### src/sv/lsq_pkg.sv
// ----------------------------------------------------------------------------
// lsq_pkg
// Widths, operation codes and control structs of the line fit block.
// ----------------------------------------------------------------------------
package lsq_pkg;

  localparam int MAX_PAIRS_DEF = 1024;

  localparam int XW   = 24;   // sample width
  localparam int SXW  = 40;   // sum x / sum y
  localparam int SW   = 64;   // wide sums, multiplier operands
  localparam int WW   = 128;  // products, differences, quotients
  localparam int RW   = 32;   // slope / intercept
  localparam int CRW  = 18;   // correlation
  localparam int PCW  = 11;   // pair count field
  localparam int OPW  = 4;

  localparam int S_DW = 48;
  localparam int M_DW = 96;
  localparam int M_UW = 3;

  localparam logic signed [RW-1:0] ONE_Q16 = 32'sh0001_0000;
  localparam logic [RW-1:0] LIM_NEG_Q16 = 32'h8000_0000;
  localparam logic [RW-1:0] LIM_POS_Q16 = 32'h7FFF_FFFF;
  localparam logic [RW-1:0] LIM_CORR    = 32'h0001_0000;

  // fit sequence, in execution order
  localparam logic [OPW-1:0] OP_N_SXY  = 4'd0;
  localparam logic [OPW-1:0] OP_SX_SY  = 4'd1;
  localparam logic [OPW-1:0] OP_N_SXX  = 4'd2;
  localparam logic [OPW-1:0] OP_SX_SX  = 4'd3;
  localparam logic [OPW-1:0] OP_SXX_SY = 4'd4;
  localparam logic [OPW-1:0] OP_SX_SXY = 4'd5;
  localparam logic [OPW-1:0] OP_DIV_K  = 4'd6;
  localparam logic [OPW-1:0] OP_DIV_B  = 4'd7;
  localparam logic [OPW-1:0] OP_SCAN   = 4'd8;
  localparam logic [OPW-1:0] OP_N_SYY  = 4'd9;
  localparam logic [OPW-1:0] OP_SY_SY  = 4'd10;
  localparam logic [OPW-1:0] OP_SQRT_X = 4'd11;
  localparam logic [OPW-1:0] OP_SQRT_Y = 4'd12;
  localparam logic [OPW-1:0] OP_ROOTS  = 4'd13;
  localparam logic [OPW-1:0] OP_DIV_R  = 4'd14;

  typedef struct packed {
    logic           load;
    logic           mul_start;
    logic           div_start;
    logic           scan_start;
    logic           sqrt_start;
    logic           wb;
    logic           out_load;
    logic [OPW-1:0] op;
  } cmd_t;

  typedef struct packed {
    logic mul_done;
    logic div_done;
    logic scan_done;
    logic sqrt_done;
  } stat_t;

endpackage

### src/sv/lsq_ctrl.sv
// ----------------------------------------------------------------------------
// lsq_ctrl
// Sequencer: load phase, fit operation sequence, result hand-off.
// ----------------------------------------------------------------------------
module lsq_ctrl (
  input  logic           clk,
  input  logic           rst,
  input  logic           s_tvalid,
  input  logic           s_tlast,
  output logic           s_tready,
  output logic           m_tvalid,
  input  logic           m_tready,
  output lsq_pkg::cmd_t  cmd,
  input  lsq_pkg::stat_t stat
);
  import lsq_pkg::*;

  localparam logic [2:0] ST_LOAD  = 3'd0;
  localparam logic [2:0] ST_DRAIN = 3'd1;
  localparam logic [2:0] ST_ISSUE = 3'd2;
  localparam logic [2:0] ST_WAIT  = 3'd3;
  localparam logic [2:0] ST_WRITE = 3'd4;

  localparam logic [1:0] K_MUL  = 2'd0;
  localparam logic [1:0] K_DIV  = 2'd1;
  localparam logic [1:0] K_SCAN = 2'd2;
  localparam logic [1:0] K_SQRT = 2'd3;

  logic [2:0]     state;
  logic [OPW-1:0] step;
  logic [1:0]     kind;
  logic           unit_done;
  logic           accept;

  function automatic logic [1:0] op_kind(input logic [OPW-1:0] op);
    case (op)
      OP_DIV_K, OP_DIV_B, OP_DIV_R: op_kind = K_DIV;
      OP_SCAN:                      op_kind = K_SCAN;
      OP_SQRT_X, OP_SQRT_Y:         op_kind = K_SQRT;
      default:                      op_kind = K_MUL;
    endcase
  endfunction

  assign kind     = op_kind(step);
  assign s_tready = (state == ST_LOAD);
  assign accept   = s_tvalid && s_tready;

  always_comb begin
    case (kind)
      K_DIV:   unit_done = stat.div_done;
      K_SCAN:  unit_done = stat.scan_done;
      K_SQRT:  unit_done = stat.sqrt_done;
      default: unit_done = stat.mul_done;
    endcase
  end

  assign cmd.load       = accept;
  assign cmd.mul_start  = (state == ST_ISSUE) && (kind == K_MUL);
  assign cmd.div_start  = (state == ST_ISSUE) && (kind == K_DIV);
  assign cmd.scan_start = (state == ST_ISSUE) && (kind == K_SCAN);
  assign cmd.sqrt_start = (state == ST_ISSUE) && (kind == K_SQRT);
  assign cmd.wb         = (state == ST_WAIT) && unit_done;
  assign cmd.out_load   = (state == ST_WRITE) && (!m_tvalid || m_tready);
  assign cmd.op         = step;

  always_ff @(posedge clk) begin
    if (rst) begin
      state    <= ST_LOAD;
      step     <= OP_N_SXY;
      m_tvalid <= 1'b0;
    end else begin
      if (cmd.out_load)  m_tvalid <= 1'b1;
      else if (m_tready) m_tvalid <= 1'b0;

      case (state)
        ST_LOAD: begin
          if (accept && s_tlast) state <= ST_DRAIN;
        end
        ST_DRAIN: begin
          step  <= OP_N_SXY;
          state <= ST_ISSUE;
        end
        ST_ISSUE: state <= ST_WAIT;
        ST_WAIT: begin
          if (unit_done) begin
            if (step == OP_DIV_R) begin
              state <= ST_WRITE;
            end else begin
              step  <= step + 4'd1;
              state <= ST_ISSUE;
            end
          end
        end
        ST_WRITE: begin
          if (cmd.out_load) state <= ST_LOAD;
        end
        default: state <= ST_LOAD;
      endcase
    end
  end

endmodule

### config.mk
export PLATFORM = sky130hd
export DESIGN_NAME = lsq_ctrl
export DESIGN_NICKNAME = d
export VERILOG_FILES = /design/src/sv/lsq_pkg.sv /design/src/sv/lsq_ctrl.sv
export SDC_FILE = /design/constraint.sdc
export NUM_CORES = 1
export LEC_CHECK = 0
export ABC_AREA = 1
export BUFFER_PORTS_ARGS = -buffer_cell sky130_fd_sc_hd__buf_2
export CAP_MARGIN = 30
export CELL_PAD_IN_SITES_DETAIL_PLACEMENT = 0
export CELL_PAD_IN_SITES_GLOBAL_PLACEMENT = 2
export CORE_MARGIN = 2
export CORE_UTILIZATION = 22
export DETAILED_ROUTE_END_ITERATION = 10
export MAX_ROUTING_LAYER = met4
export PLACE_DENSITY = 0.79
export SLEW_MARGIN = 20
export SYNTH_ARGS = -nofsm -noshare
export SYNTH_HDL_FRONTEND = slang
export SYNTH_SLANG_ARGS = --single-unit
### constraint.sdc
create_clock -name clk -period 1.7 [get_ports clk]
set_clock_uncertainty 0.2 [all_clocks]
set_input_delay 0.34 -clock clk [delete_from_list [all_inputs] [get_ports clk]]
set_output_delay 0.34 -clock clk [all_outputs]
set_load 0.02 [all_outputs]
== Word level (Yosys, flattened, before mapping) ==
Cells that the tools add are included.

* Output and inout bits: 13
* Logic and storage cells: 51
* Flip-flop bits (word level): 8

* $add $sub $neg: 1
* Equality and inequality tests: 17
* Reductions and logical operators: 18
* Muxes and demuxes: 12

{| class="wikitable"
|+ Operator list
! operator !! count
|-
| == test 4 bit (second input constant) || 4
|-
| one-hot mux 3 bit (5 select lines) || 1
|-
| two-way mux 3 bit || 4
|-
| == test 4 x 3 -> 1 bit (second input constant) || 2
|-
| logical AND 1 bit || 8
|-
| two-way mux 4 bit || 2
|-
| one-hot mux 4 bit (2 select lines) || 1
|-
| == test 3 x 2 -> 1 bit (second input constant) || 2
|-
| != test 2 bit (second input constant) || 3
|-
| one-hot mux 2 bit (3 select lines) || 1
|-
| AND reduction 3 bit || 2
|-
| adder 4 x 1 -> 4 bit (second input constant) || 1
|-
| == test 2 bit (second input constant) || 2
|-
| nonzero test 2 bit || 2
|-
| == test 3 x 1 -> 1 bit (second input constant) || 1
|-
| == test 3 bit (second input constant) || 1
|-
| zero test 3 bit || 1
|-
| one-hot mux 1 bit (3 select lines) || 1
|-
| OR reduction 3 bit || 1
|-
| == test 2 x 1 -> 1 bit (second input constant) || 1
|-
| zero test 2 bit || 1
|-
| two-way mux 1 bit || 2
|-
| != test 2 x 1 -> 1 bit (second input constant) || 1
|-
| OR reduction 2 bit || 1
|-
| 2 further kinds || 2
|}

== Longest topological paths before layout ==
Gate-level depths: netlist of run 1.

* Word-level depth: 7
* Mapped depth: 13
* Depth with buffers taken out: 13

== Worst setup path after synthesis of run 1 ==
No wires, ideal clock.

* Kind: register to output
* From: reg step[1]
* To: out cmd[5] (netlist name)
* Buffers on the path: 0
* Cell stages (with the launch flop): 10
* Arrival: 1.598 ns
* Data required time: 1.160 ns
* Setup slack: -0.438 ns
* Path through: dfxtp_1 ha_1 nand2_1 nand2_1 nand2_2 nand2_1 nand3_1 nand3_2 nand2_4 nor2_1

{| class="wikitable"
|+ RTL lines
! item !! RTL line !! text
|-
| from (decl) || lsq_ctrl.sv:30 || <nowiki>logic [OPW-1:0] step;</nowiki>
|-
| from (signal assigned) || lsq_ctrl.sv:89 || <nowiki>step <= step + 4'd1;</nowiki>
|-
| to (decl) || lsq_ctrl.sv:13 || <nowiki>output lsq_pkg::cmd_t cmd,</nowiki>
|}

==> results.cfg, run 1 <==
[status]
run_status = finished, violations left
violations = setup timing

[grt]
grt_pass1_vias = 733
grt_max_degree = 7
grt_util_met1_pct = 13.7
grt-ovfl-total = 0
antenna_found_initial = 0
gr-usage-all-layers_pct = 11.9
grt_pass1_wl_um = 3050
busiest_layer = met2
met3_usage_pct = 1.95
use_met2_pct = 19.1

[floorplan]
dieWidth_um = 59.7
fp-row-count = 20
die-area_mm2 = 0.00357
core-area_mm2 = 0.00300
die_h_um = 59.7
initial_core_util_pct = 22.7
io_pins = 22

[route]
drt_iter0_markers = 16
vias = 786
wl_per_cell_um = 10.4
detail-route-antenna-nets = 0
drt_pass1_iterations = 2
drc = 0
vias_per_cell = 4.25
totalWireLength_um = 1920

[clock_network]
cts_buffers = 3
root_buffer = clkbuf_4
clk_latency_ns = 0.26
htree_levels = 1
cts.sinks = 8
clk_path_buf_depth = 2
path_clk_slew_ns = 0.06
cts_tree = built

[logic_synthesis]
netlist_area_um2 = 683
yosysWarnings = 0
synth_seq_cells = 8
syn_inst = 107
yosysSeqAreaShare_pct = 23.4
synth.distinct_cells = 24
syn_area_per_cell_um2 = 6.38
synthesis.nets = 119

[place]
place_congestion = 0.808
placed_cells = 171
place_area_um2 = 961
io_buffers = 21
dp_hpwl_um = 1380

[timing]
tightestPinTransition_ns = 0.470
period_needed_ns = 2.16
setup_viol = 12
fin_crit_sh_pct = 127
worst_slack_ns = -0.456
fmax_mhz = 464
maxSlewViolCount = 0
rsz0062_at_grt = yes
setup_tns_ns = -2.63
finalHoldViolCount = 0
slew_headroom_pct = 68.5
whs_ns = 0.114

[critical_path]
worst-endpoint-arrival_ns = 1.62
critPathKind = reg -> out
crit_required_ns = 1.16
path_max_fanout = 4
cp-start-kind = register
end_kind = primary output

[finish]
n_fill_cell = 309
final_common_cell = buf_4
drive_gt1_share_pct = 63.8
synthToLayoutAreaGrowth_pct = 80.0
final_cells = 185
nets = 165
layout_common_cells = 22 x buf_4, 15 x buf_2, 13 x inv_1, 12 x nor2_1, 12 x nand2_1
stdcell_area_mm2 = 0.00123
antennaDiodeCount = 0

[hold_path]
hold_class = in -> reg

[job]
cap_violations = 0

[power_and_ir_drop]
p_per_area_mw_per_mm2 = 372
p_leak_nw = 0.545
irDropWorstVdd_v = 0.000300
state kept, by name, summed over array words and instances, names as in the netlist:
name,cells
step,4
state,3
m_tvalid,1
final cells by class:
| class | count | area (um2) | area share [%] |
|---|---|---|---|
| sequential | 8 | 179 | 14.5 |
| clock buffer | 4 | 26.3 | 2.14 |
| timing repair buffer | 44 | 319 | 25.9 |
| multi-input combinational | 74 | 571 | 46.4 |
| tap | 33 | 41.3 | 3.36 |
| inverter | 22 | 93.8 | 7.63 |
final timing paths:
check,depth (start not counted),slack [ns],endpoint,start
setup / recovery,10,-0.46,cmd[5],step[0]
hold / removal,2,0.11,step[1],rst
setup reg to reg,13,-0.21,step[3],step[0]
hold reg to reg,4,0.35,m_tvalid,m_tvalid
Yosys cell counts, drive strengths merged:
library cell	n	share of area, %
buf	3	4.4
dfxtp	8	23
nand4	2	1.8
a21oi	6	4.4
ha	3	5.5
o31ai	2	2.2
o2111ai	1	1.3
nand3	8	8.4
xor2	1	1.3
nand2	25	18
nor3b	1	1.1
clkinv	1	0.55
nor2	23	13
xnor2	1	1.3
inv	21	12
or2	1	1.3
repair_timing:
action,CTS,global route
gates resized for setup,30,24
pin swaps,14,15
setup endpoints to repair,14,14
buffers inserted,8,6
hold buffers,0,0
per-stage QoR:
step	total power, mW	setup slack, ns	util (%)
final	0.457	-0.456	41.0
after global routing	0.494	-0.553	41.0
after CTS	0.454	-0.449	37.8
after detailed placement	0.272	-0.214	32.0
after global placement	0.271	-0.208	32.0
after floorplan	0.250	-0.0739	-
critical path, stage by stage (launching register included):
cell     delay (ns)
dfxtp_4        0.39
inv_6          0.05
ha_4           0.17
nand2_2        0.07
nand2_2        0.05
inv_2          0.09
nand2_4        0.06
or2_4          0.24
nand2_4        0.08
nor2_4         0.04
buf_6          0.13
power by group:
group	internal (mW)	leakage, nW	switching, mW
Combinational	0.0458	0.460	0.0604
Clock	0.0900	0.0150	0.0677
Sequential	0.187	0.0693	0.00640
Total	0.323	0.545	0.135
routing by layer:
layer	vias up	wire length (um)	share of wire, %
li1	422	-	-
met1	343	854	44
met2	17	966	50
met3	4	63	3.3
met4	0	36	1.9
met5	-	0	0
kinds of logic (layout without fill, tap and decap cells):
| kind of cell | Yosys count | after routing | synth area share [%] |
|---|---|---|---|
| compound gates | 9 | 9 | 7.88 |
| xor+xnor | 2 | 2 | 2.56 |
| fa+ha+maj | 3 | 3 | 5.50 |
| buf+inv | 25 | 70 | 16.8 |
| flops | 8 | 8 | 23.4 |
| simple gates | 60 | 60 | 43.8 |
Power figures use the tool's default switching activity.
==> run 2, diff against run 1 <==
BUFFER_PORTS_ARGS = -buffer_cell sky130_fd_sc_hd__clkbuf_2   (was -buffer_cell sky130_fd_sc_hd__buf_2)
CORE_MARGIN = unset   (was 2)
CTS_CLUSTER_DIAMETER = 40   (was unset)
==> results.cfg, run 2 (synthesized netlist as in run 1, its figures left out) <==
[power_and_ir_drop]
irDropWorstVdd_v = 0.000285
power_frac_clock_pct = 35.8
power_frac_seq_pct = 41.6
pwr-share-comb_pct = 22.6
p_per_area_mw_per_mm2 = 388
p_int_mw = 0.325
netSwitchingFraction_pct = 30.6
p_leak_nw = 0.551
switchingPower_mw = 0.143

[hold_path]
hold_class = in -> reg
min-delay-start = rst
min_to = step[3]
whs_path_depth = 2

[place]
place_congestion = 0.798
io_buffers = 21
dp_hpwl_um = 1450
place_area_um2 = 966
placed_cells = 170

[floorplan]
initial_core_util_pct = 23.9
fp-row-count = 19
die_h_um = 57.7
core-area_mm2 = 0.00285
die-area_mm2 = 0.00333
dieWidth_um = 57.7
io_pins = 22

[timing]
tightestPinTransition_ns = 0.344
fmax_mhz = 466
setup_tns_ns = -2.71
rsz0062_at_grt = yes
finalHoldViolCount = 0
worst_slack_ns = -0.445
whs_ns = 0.107
maxSlewViolCount = 0
slew_headroom_pct = 77.0
fin_crit_sh_pct = 126
period_needed_ns = 2.14
setup_viol = 12

[critical_path]
critPathKind = reg -> out
worst-endpoint-arrival_ns = 1.60
reg2reg_from = step[1]
reg2reg_depth = 13
end_kind = primary output
path_max_fanout = 4
crit_required_ns = 1.16
cp-start-kind = register
r2r-end = step[1]
regToRegSetupSlack_ns = -0.20

[route]
drt_iter0_markers = 14
vias_per_cell = 4.38
totalWireLength_um = 1940
drt_pass1_iterations = 7
vias = 806
detail-route-antenna-nets = 0
drc = 3
wl_per_cell_um = 10.5

[clock_network]
clk_path_buf_depth = 2
holdBufCountCts = 0
clk_latency_ns = 0.26
path_clk_slew_ns = 0.06
cts_tree = built
cts_buffers = 3
root_buffer = clkbuf_4
cts.sinks = 8
htree_levels = 1

[finish]
regMostFlops = step
synthToLayoutAreaGrowth_pct = 76.9
drive_gt1_share_pct = 62.1
stdcell_area_mm2 = 0.00121
top_regs = step (4), state (3), m_tvalid (1)
largest_register_ffs = 4
n_fill_cell = 310
final_cells = 184
antennaDiodeCount = 0
nets = 166
final_common_cell = buf_4
layout_common_cells = 26 x buf_4, 16 x nand2_1, 14 x nor2_1, 14 x clkbuf_2, 12 x inv_1
final_util_pct = 42.4

[grt]
antenna_found_initial = 0
grt-ovfl-total = 0
grt_pass1_vias = 728
gr-usage-all-layers_pct = 12.3
grt_max_degree = 7
grt_pass1_wl_um = 3060

[status]
violations = DRC, setup timing
run_status = finished, violations left

[job]
cap_violations = 0
## run 2: layer usage
metal	track usage [%]	routed length, um	up-vias
met4	5.10	29	0
met5	-	0	-
li1	-	-	421
met3	2.01	72	5
met1	14.1	900	361
met2	21.3	935	19
## run 2: worst max path at each step
stage                        from  endpoint  slack (ns)  cells past startpoint
after global routing      step[0]    cmd[5]       -0.52                     11
after CTS                 step[0]    cmd[5]       -0.48                     10
after global placement    step[0]    cmd[5]       -0.22                     11
after floorplan           step[1]    cmd[5]       -0.07                      9
after detailed placement  step[0]    cmd[5]       -0.21                     11
final                     step[1]    cmd[5]       -0.44                     10
## run 2: area by class of cell
cell class                 instances  area, um2  area share, %
sequential                         8        175           14.5
clock buffer                       4       26.3           2.17
inverter                          22       93.8           7.76
multi-input combinational         74        546           45.1
timing repair buffer              45        329           27.2
tap                               31       38.8           3.21
## run 2: repair_timing
action,4_1_cts,5_1_grt
setup endpoints to repair,13,14
pin swaps,14,12
buffers inserted,10,6
resized for setup,25,26
## run 2: critical path, cell delays in order, from the launching register on
cell and delay (ns):
dfxtp_4 0.39, inv_2 0.05, ha_4 0.16, nand2_2 0.06
nand2_2 0.06, inv_4 0.07, nand2_4 0.05, or2_4 0.25
nand2_4 0.08, nor2_4 0.05, buf_8 0.12
## run 2: stage by stage
stage / total power, mW / setup slack, ns
after global placement: 0.272 / -0.216
after floorplan: 0.250 / -0.0739
after global routing: 0.491 / -0.522
final: 0.468 / -0.445
after CTS: 0.455 / -0.479
after detailed placement: 0.272 / -0.214
## run 2: power groups by stage
stage | registers (mW) | clock network (mW) | logic (mW)
global placement | 0.196 | 0 | 0.0759
CTS | 0.194 | 0.166 | 0.0959
floorplan | 0.195 | 0 | 0.0541
finish | 0.195 | 0.168 | 0.106
global route | 0.195 | 0.180 | 0.116
detailed placement | 0.196 | 0 | 0.0761
